[config.mk]
export PLATFORM = sky130hd
export DESIGN_NAME = event_insertion_sorter_top
export DESIGN_NICKNAME = d
export VERILOG_FILES = /design/src/design/est_pkg.sv /design/src/design/est_store.sv /design/src/design/est_ctrl.sv /design/src/design/event_insertion_sorter_top.sv
export SDC_FILE = /design/constraint.sdc
export NUM_CORES = 2
export LEC_CHECK = 0
export ABC_AREA = 0
export CORE_MARGIN = 2
export CORE_UTILIZATION = 40
export DETAILED_ROUTE_END_ITERATION = 6
export DONT_BUFFER_PORTS = 1
export PLACE_DENSITY = 0.6
export RECOVER_POWER = 50
export SYNTH_ARGS = -nofsm -noshare
export SYNTH_HDL_FRONTEND = slang
export SYNTH_SLANG_ARGS = --single-unit
[constraint.sdc]
create_clock -name clock -period 7.2 [get_ports clock]
set_clock_uncertainty 0.2 [all_clocks]
set_input_delay 1.08 -clock clock [delete_from_list [all_inputs] [get_ports clock]]
set_output_delay 1.08 -clock clock [all_outputs]
set_load 0.01 [all_outputs]
[src/design/est_pkg.sv]
`default_nettype none

package est_pkg;

   localparam int KEY_W = 34;
   localparam int TAG_W = 16;

   typedef struct packed {
      logic [KEY_W-1:0] start_time;
      logic [TAG_W-1:0] tag;
   } rec_type;

   // sequencer states
   typedef enum logic [2:0] {
      ST_IDLE,
      ST_DECIDE,
      ST_SHIFT_RD,
      ST_SHIFT_CMP,
      ST_PLACE,
      ST_EMIT_RD,
      ST_EMIT_OUT
   } state_type;

   // control from sequencer to the result register
   typedef struct packed {
      logic valid;
      logic last_rec;
      logic overflow;
   } emit_type;

endpackage

`default_nettype wire

[src/design/est_store.sv]
`default_nettype none

module est_store #(
   parameter int MAX_RECORDS = 32,
   parameter int AW = $clog2(MAX_RECORDS)
) (
   input  wire logic             clock,
   input  wire logic             wr_en,
   input  wire logic [AW-1:0]    wr_addr,
   input  wire est_pkg::rec_type wr_rec,
   input  wire logic [AW-1:0]    rd_addr,
   output est_pkg::rec_type      rd_rec
);

   est_pkg::rec_type mem [MAX_RECORDS];
   est_pkg::rec_type rd_rec_ff;

   always_ff @(posedge clock) begin
      if (wr_en) begin
         mem[wr_addr] <= wr_rec;
      end
      rd_rec_ff <= mem[rd_addr];
   end

   assign rd_rec = rd_rec_ff;

endmodule

`default_nettype wire

[src/design/est_ctrl.sv]
`default_nettype none

module est_ctrl #(
   parameter int MAX_RECORDS = 32,
   parameter int AW = $clog2(MAX_RECORDS)
) (
   input  wire logic                         clock,
   input  wire logic                         reset,
   input  wire logic                         start,
   input  wire logic [est_pkg::KEY_W-1:0]    req_start_time,
   input  wire logic [est_pkg::TAG_W-1:0]    req_record_tag,
   input  wire logic                         req_batch_end,
   output logic                              busy,
   output logic                              wr_en,
   output logic [AW-1:0]                     wr_addr,
   output est_pkg::rec_type                  wr_rec,
   output logic [AW-1:0]                     rd_addr,
   input  wire est_pkg::rec_type             rd_rec,
   output est_pkg::emit_type                 emit
);

   localparam int CW = $clog2(MAX_RECORDS + 1);

   est_pkg::state_type state_ff, state_in;
   logic [CW-1:0]      count_ff, count_in;
   logic               dropped_ff, dropped_in;
   logic [AW-1:0]      pos_ff, pos_in;
   logic [AW-1:0]      idx_ff, idx_in;
   est_pkg::rec_type   new_ff, new_in;
   logic               last_ff, last_in;

   logic key_gt;
   logic full;
   logic idx_is_last;

   // shared compare unit
   assign key_gt      = rd_rec.start_time > new_ff.start_time;
   assign full        = count_ff == CW'(MAX_RECORDS);
   assign idx_is_last = (CW'(idx_ff) + CW'(1)) == count_ff;
   assign busy        = state_ff != est_pkg::ST_IDLE;

   always_comb begin
      state_in = state_ff;
      case (state_ff)
         est_pkg::ST_IDLE: begin
            if (start) begin
               state_in = est_pkg::ST_DECIDE;
            end
         end
         est_pkg::ST_DECIDE: begin
            if (full) begin
               state_in = last_ff ? est_pkg::ST_EMIT_RD : est_pkg::ST_IDLE;
            end else if (count_ff == '0) begin
               state_in = est_pkg::ST_PLACE;
            end else begin
               state_in = est_pkg::ST_SHIFT_RD;
            end
         end
         est_pkg::ST_SHIFT_RD: begin
            state_in = est_pkg::ST_SHIFT_CMP;
         end
         est_pkg::ST_SHIFT_CMP: begin
            if (key_gt && pos_ff != AW'(1)) begin
               state_in = est_pkg::ST_SHIFT_RD;
            end else begin
               state_in = est_pkg::ST_PLACE;
            end
         end
         est_pkg::ST_PLACE: begin
            state_in = last_ff ? est_pkg::ST_EMIT_RD : est_pkg::ST_IDLE;
         end
         est_pkg::ST_EMIT_RD: begin
            state_in = est_pkg::ST_EMIT_OUT;
         end
         est_pkg::ST_EMIT_OUT: begin
            state_in = idx_is_last ? est_pkg::ST_IDLE : est_pkg::ST_EMIT_RD;
         end
         default: begin
            state_in = est_pkg::ST_IDLE;
         end
      endcase
   end

   always_comb begin
      count_in      = count_ff;
      dropped_in    = dropped_ff;
      pos_in        = pos_ff;
      idx_in        = idx_ff;
      new_in        = new_ff;
      last_in       = last_ff;
      wr_en         = 1'b0;
      wr_addr       = pos_ff;
      wr_rec        = new_ff;
      rd_addr       = idx_ff;
      emit.valid    = 1'b0;
      emit.last_rec = 1'b0;
      emit.overflow = 1'b0;
      case (state_ff)
         est_pkg::ST_IDLE: begin
            if (start) begin
               new_in.start_time = req_start_time;
               new_in.tag        = req_record_tag;
               last_in           = req_batch_end;
               idx_in            = '0;
            end
         end
         est_pkg::ST_DECIDE: begin
            if (full) begin
               dropped_in = 1'b1;
            end else begin
               pos_in = AW'(count_ff);
            end
         end
         est_pkg::ST_SHIFT_RD: begin
            rd_addr = pos_ff - AW'(1);
         end
         est_pkg::ST_SHIFT_CMP: begin
            if (key_gt) begin
               // move the later record up one slot
               wr_en  = 1'b1;
               wr_rec = rd_rec;
               pos_in = pos_ff - AW'(1);
            end
         end
         est_pkg::ST_PLACE: begin
            wr_en    = 1'b1;
            count_in = count_ff + CW'(1);
         end
         est_pkg::ST_EMIT_RD: begin
            rd_addr = idx_ff;
         end
         est_pkg::ST_EMIT_OUT: begin
            emit.valid    = 1'b1;
            emit.last_rec = idx_is_last;
            emit.overflow = idx_is_last && dropped_ff;
            if (idx_is_last) begin
               count_in   = '0;
               dropped_in = 1'b0;
            end else begin
               idx_in = idx_ff + AW'(1);
            end
         end
         default: begin
            count_in = count_ff;
         end
      endcase
   end

   always_ff @(posedge clock) begin
      if (reset) begin
         state_ff   <= est_pkg::ST_IDLE;
         count_ff   <= '0;
         dropped_ff <= 1'b0;
      end else begin
         state_ff   <= state_in;
         count_ff   <= count_in;
         dropped_ff <= dropped_in;
      end
      pos_ff  <= pos_in;
      idx_ff  <= idx_in;
      new_ff  <= new_in;
      last_ff <= last_in;
   end

endmodule

`default_nettype wire

[src/design/event_insertion_sorter_top.sv]
// Stable insertion sorter for records of a 34-bit start time and a 16-bit tag. A transaction
// is accepted when start is high and busy is low; busy then stays high until that record is
// placed in the record memory. Each stored record that is looked at costs a memory read and
// a compare-and-write through the single memory port pair. A record that arrives while
// MAX_RECORDS are held is dropped. The transaction with req_batch_end set inserts its record
// and then, with busy still high, streams the whole store out in ascending start order,
// equal start times in arrival order, each result shown for exactly one cycle on rsp_valid,
// the last one in the same cycle that busy falls; the receiver cannot stall, so it must take
// every result as it comes. rsp_final_record marks the last result, and rsp_overflow_seen on
// it reports dropped records. The memory is not cleared after reset; only written entries are
// ever read.
`default_nettype none

module event_insertion_sorter_top #(
   parameter int MAX_RECORDS = 32
) (
   input  wire logic                      clock,
   input  wire logic                      reset,
   input  wire logic                      start,
   output logic                           busy,
   input  wire logic [est_pkg::KEY_W-1:0] req_start_time,
   input  wire logic [est_pkg::TAG_W-1:0] req_record_tag,
   input  wire logic                      req_batch_end,
   output logic                           rsp_valid,
   output logic [est_pkg::KEY_W-1:0]      rsp_sorted_start,
   output logic [est_pkg::TAG_W-1:0]      rsp_sorted_tag,
   output logic                           rsp_final_record,
   output logic                           rsp_overflow_seen
);

   localparam int AW = $clog2(MAX_RECORDS);

   logic              wr_en;
   logic [AW-1:0]     wr_addr;
   est_pkg::rec_type  wr_rec;
   logic [AW-1:0]     rd_addr;
   est_pkg::rec_type  rd_rec;
   est_pkg::emit_type emit;

   logic                      rsp_valid_ff;
   logic                      rsp_final_ff;
   logic                      rsp_overflow_ff;
   logic [est_pkg::KEY_W-1:0] rsp_start_ff;
   logic [est_pkg::TAG_W-1:0] rsp_tag_ff;

   est_ctrl #(
      .MAX_RECORDS(MAX_RECORDS),
      .AW(AW)
   ) u_ctrl (
      .clock(clock),
      .reset(reset),
      .start(start),
      .req_start_time(req_start_time),
      .req_record_tag(req_record_tag),
      .req_batch_end(req_batch_end),
      .busy(busy),
      .wr_en(wr_en),
      .wr_addr(wr_addr),
      .wr_rec(wr_rec),
      .rd_addr(rd_addr),
      .rd_rec(rd_rec),
      .emit(emit)
   );

   est_store #(
      .MAX_RECORDS(MAX_RECORDS),
      .AW(AW)
   ) u_store (
      .clock(clock),
      .wr_en(wr_en),
      .wr_addr(wr_addr),
      .wr_rec(wr_rec),
      .rd_addr(rd_addr),
      .rd_rec(rd_rec)
   );

   always_ff @(posedge clock) begin
      if (reset) begin
         rsp_valid_ff <= 1'b0;
      end else begin
         rsp_valid_ff <= emit.valid;
      end
      if (emit.valid) begin
         rsp_start_ff    <= rd_rec.start_time;
         rsp_tag_ff      <= rd_rec.tag;
         rsp_final_ff    <= emit.last_rec;
         rsp_overflow_ff <= emit.overflow;
      end
   end

   assign rsp_valid         = rsp_valid_ff;
   assign rsp_sorted_start  = rsp_start_ff;
   assign rsp_sorted_tag    = rsp_tag_ff;
   assign rsp_final_record  = rsp_final_ff;
   assign rsp_overflow_seen = rsp_overflow_ff;

endmodule

`default_nettype wire

==> impl_metrics.yaml <==
clock_tree:
  clock_tree.root_cell: "clkbuf_16"
  insertion_delay_ns: 0.81
  cts_tree: "built"
  clock-sinks: 1774
  cts_buffers: 172
  h-tree-depth: 4
  cts_setup_buffers: 0
  clock_path_buffers: 3
  cts.repair.resized: 0
  clk_pin_slew_ns: 0.06
  hold_buffers: 0
logic_synthesis:
  ys_seq_elements: 1774
  synth_ff_type: "edfxtp_1"
  synth_compound_area_share_pct: 4.886
  synthSimpleGateAreaFrac_pct: 12.29
  synthCells: 4794
  synth_edf_count: 1713
  synthMuxAreaShare_pct: 3.000
  synth_xor_area_share_pct: 0.2163
  synth_cell_types: 48
  yosys_warnings: 0
  yosysTopAreaCell: "edfxtp_1"
  seq_area_frac_synth_pct: 76.51
  synth_area_leaders: "edfxtp_1 (75%), nand2_1 (7.4%), nand3_1 (3.7%)"
  ys_async_sr_fraction_pct: 0
  synth_nets: 4890
  synth_top_family_by_area: "simple AND/OR/NAND/NOR gates"
  synth_area_per_cell_um2: 14.36
  netlist.area_leader.share_pct: 74.74
  syn_area_um2: 68830
  synthAdderAreaFrac_pct: 0.7635
critical_path:
  cp-start-kind: "flop"
  crit_fanout: 17
  arrival_ns: 6.14
  crit_path_end_kind: "flop"
  path_class: "flop to flop"
  cp.required_ns: 7.44
status:
  outcome: "finished, violations left"
  violations: "max-capacitance violations, max-slew violations"
place:
  hpwl_um: 93560
  port_buffers: 0
  gp_congestion: 0.7764
global_route:
  grt_antenna_before_repair: 8
  grt_pass1_vias: 38540
  grt_max_degree: 150
  grt_use_total_pct: 20.44
  grt_pass1_wl_um: 264000
  grt_overflow: 0
job:
  max_cap_violations: 21
finish:
  multi_input_area_um2: 14710
  final-seq-area_um2: 52660
  fill_cells: 14970
  nets: 4865
  area_growth_pct: 11.98
  drive_above_1_share_pct: 8.286
die:
  die_x_um: 418.8
  die_h_um: 418.8
  initial_core_util_pct: 40.17
  core_area_um2: 171400
  io_pins: 108
  num_rows: 152
  die-area_um2: 175400
route:
  ant_nets: 0
  routed-via-count: 39890
  firstDrtPassIters: 6
  detail_route.wirelength_um: 181300
  wl_per_cell_um: 25.10
  drcViolationCount: 0
  routed_via_density: 5.522
  drt_iter0_drc: 4390
sta:
  finalSetupTns_ns: 0
  max_slew.worst_pin.slew_ns: 3.021
  rsz0062_at_grt: "no"
  min_period_ns: 5.901
  finalSetupViolCount: 0
  min_period_over_period_pct: 81.96
  hold_violations: 0
  drv_slew: 493
  fmax_mhz: 169.5
  slew_headroom_pct: -101.4
power:
  p_comb_share_pct: 9.0
  clock_power_share_pct: 39.9
  powerDensity_nw_per_um2: 298.5
  internal_power_mw: 17.55
  switching_share_pct: 23.71
  p_total_mw: 23.00
  leakage_nw: 25.15
  irDropWorstVdd_mv: 0.2731
  seq_power_share_pct: 51.1
  p_sw_mw: 5.454
hold_path:
  min_path_type: "input port to flop"
==> area by class of cell <==
class,instances,area share (%)
Antenna cell,2,0.006494
Tap cell,2310,3.750
Timing Repair Buffer,93,1.161
Sequential cell,1774,68.33
Inverter,45,0.2224
Clock inverter,83,1.248
Multi-Input combinational cell,2683,19.09
Clock buffer,234,6.192
==> cells in the final DEF (no fill, tap or decap), drive strengths merged, types with 20 or more instances in the layout <==
master   instances
clkbuf         252
a2111oi         50
dfxtp           61
a21oi           24
ha              42
mux2            50
clkinv          54
inv             47
nand4           58
nand2         1359
edfxtp        1713
a31oi          152
a32oi          150
bufinv          20
buf             75
mux2i          150
nor2            56
nand3          507
==> critical path, cell delays in order, from the launching register on <==
cell and delay, ns:
edfxtp_1 0.36, inv_1 0.05, ha_1 0.30, nand4_1 0.24, nor2_1 0.43, o31a_1 0.41
o31a_1 0.19, or3_1 0.25, a21oi_4 0.26, nor2_1 2.15, buf_4 0.65
==> power groups by stage <==
stage	logic [mW]	clock network, mW	registers (mW)
after CTS	2.12	9.29	11.8
after detailed placement	2.11	0	12.0
final	2.06	9.18	11.8
after global placement	2.10	0	12.0
after floorplan	1.40	0	11.9
after global routing	2.25	9.70	11.8
==> kinds of logic after synthesis <==
family,count (synthesis)
xor gates and xnor gates,17
adders and majority gates,42
DFF,1774
and+or+nand+nor,2015
AOI/OAI and AO/OA,409
muxes,200
buffers and inverters,337
==> per-layer routing <==
layer | GRT usage (%) | part of all wire, % | routed length, um
met1 | 28.07 | 42 | 76730
met2 | 34.05 | 49 | 88300
met3 | 2.804 | 6.4 | 11590
met4 | 5.721 | 2.6 | 4715
met5 | 0 | 0 | 0
==> per-stage QoR <==
stage / setup slack (ns) / area (um2) / instances / hold slack, ns / util (%)
floorplan: 2.670 / 68830 / 4794 / 0.2044 / -
global placement: 2.364 / 71620 / 6905 / 0.2192 / 41.80
detailed placement: 2.320 / 71620 / 6905 / 0.2207 / 41.80
CTS: 2.279 / 77360 / 7222 / 0.08731 / 45.15
global route: 1.140 / 77070 / 7222 / 0.1062 / 44.97
finish: 1.299 / 77070 / 7224 / 0.1474 / 44.98
==> cell usage after synthesis, types with 5 or more instances <==
| cell | count |
|---|---|
| nor3_1 | 6 |
| nand3_1 | 507 |
| buf_4 | 28 |
| xor2_1 | 9 |
| a31oi_1 | 152 |
| mux2_2 | 45 |
| dfxtp_1 | 61 |
| buf_2 | 114 |
| buf_1 | 19 |
| mux2i_1 | 150 |
| nor2_1 | 56 |
| a21oi_1 | 24 |
| nand4_1 | 58 |
| a32oi_1 | 150 |
| edfxtp_1 | 1713 |
| o21ai_0 | 13 |
| inv_1 | 45 |
| xnor2_1 | 8 |
| clkbuf_1 | 121 |
| mux2_1 | 5 |
| buf_6 | 6 |
| nand2_1 | 1359 |
| ha_1 | 42 |
| a2111oi_2 | 50 |
==> registers in the layout, summed over array words and instances (netlist names) <==
signal             flops
rsp_sorted_start      34
rsp_overflow_seen      1
u_ctrl.dropped_ff      1
rsp_sorted_tag        16
u_ctrl.count_ff        6
u_ctrl.state_ff        3
u_ctrl.idx_ff          5
u_store.mem         1600
u_store.rd_rec        50
rsp_final_record       1
rsp_valid              1
u_ctrl.last_ff         1
u_ctrl.new_ff         50
u_ctrl.wr_addr         5
==> path summary, 6_finish.rpt <==
path | start | end | slack [ns] | cells after the start
setup / recovery | u_ctrl.new_ff[29] | u_store.mem[10][10] | 1.30 | 10
hold / removal | reset | rsp_valid | 0.15 | 1
setup reg to reg | u_ctrl.new_ff[29] | u_store.mem[10][10] | 1.30 | 10
hold reg to reg | u_store.rd_rec[1] | rsp_sorted_tag[1] | 0.24 | 0
(Power assumes the default switching activity.)
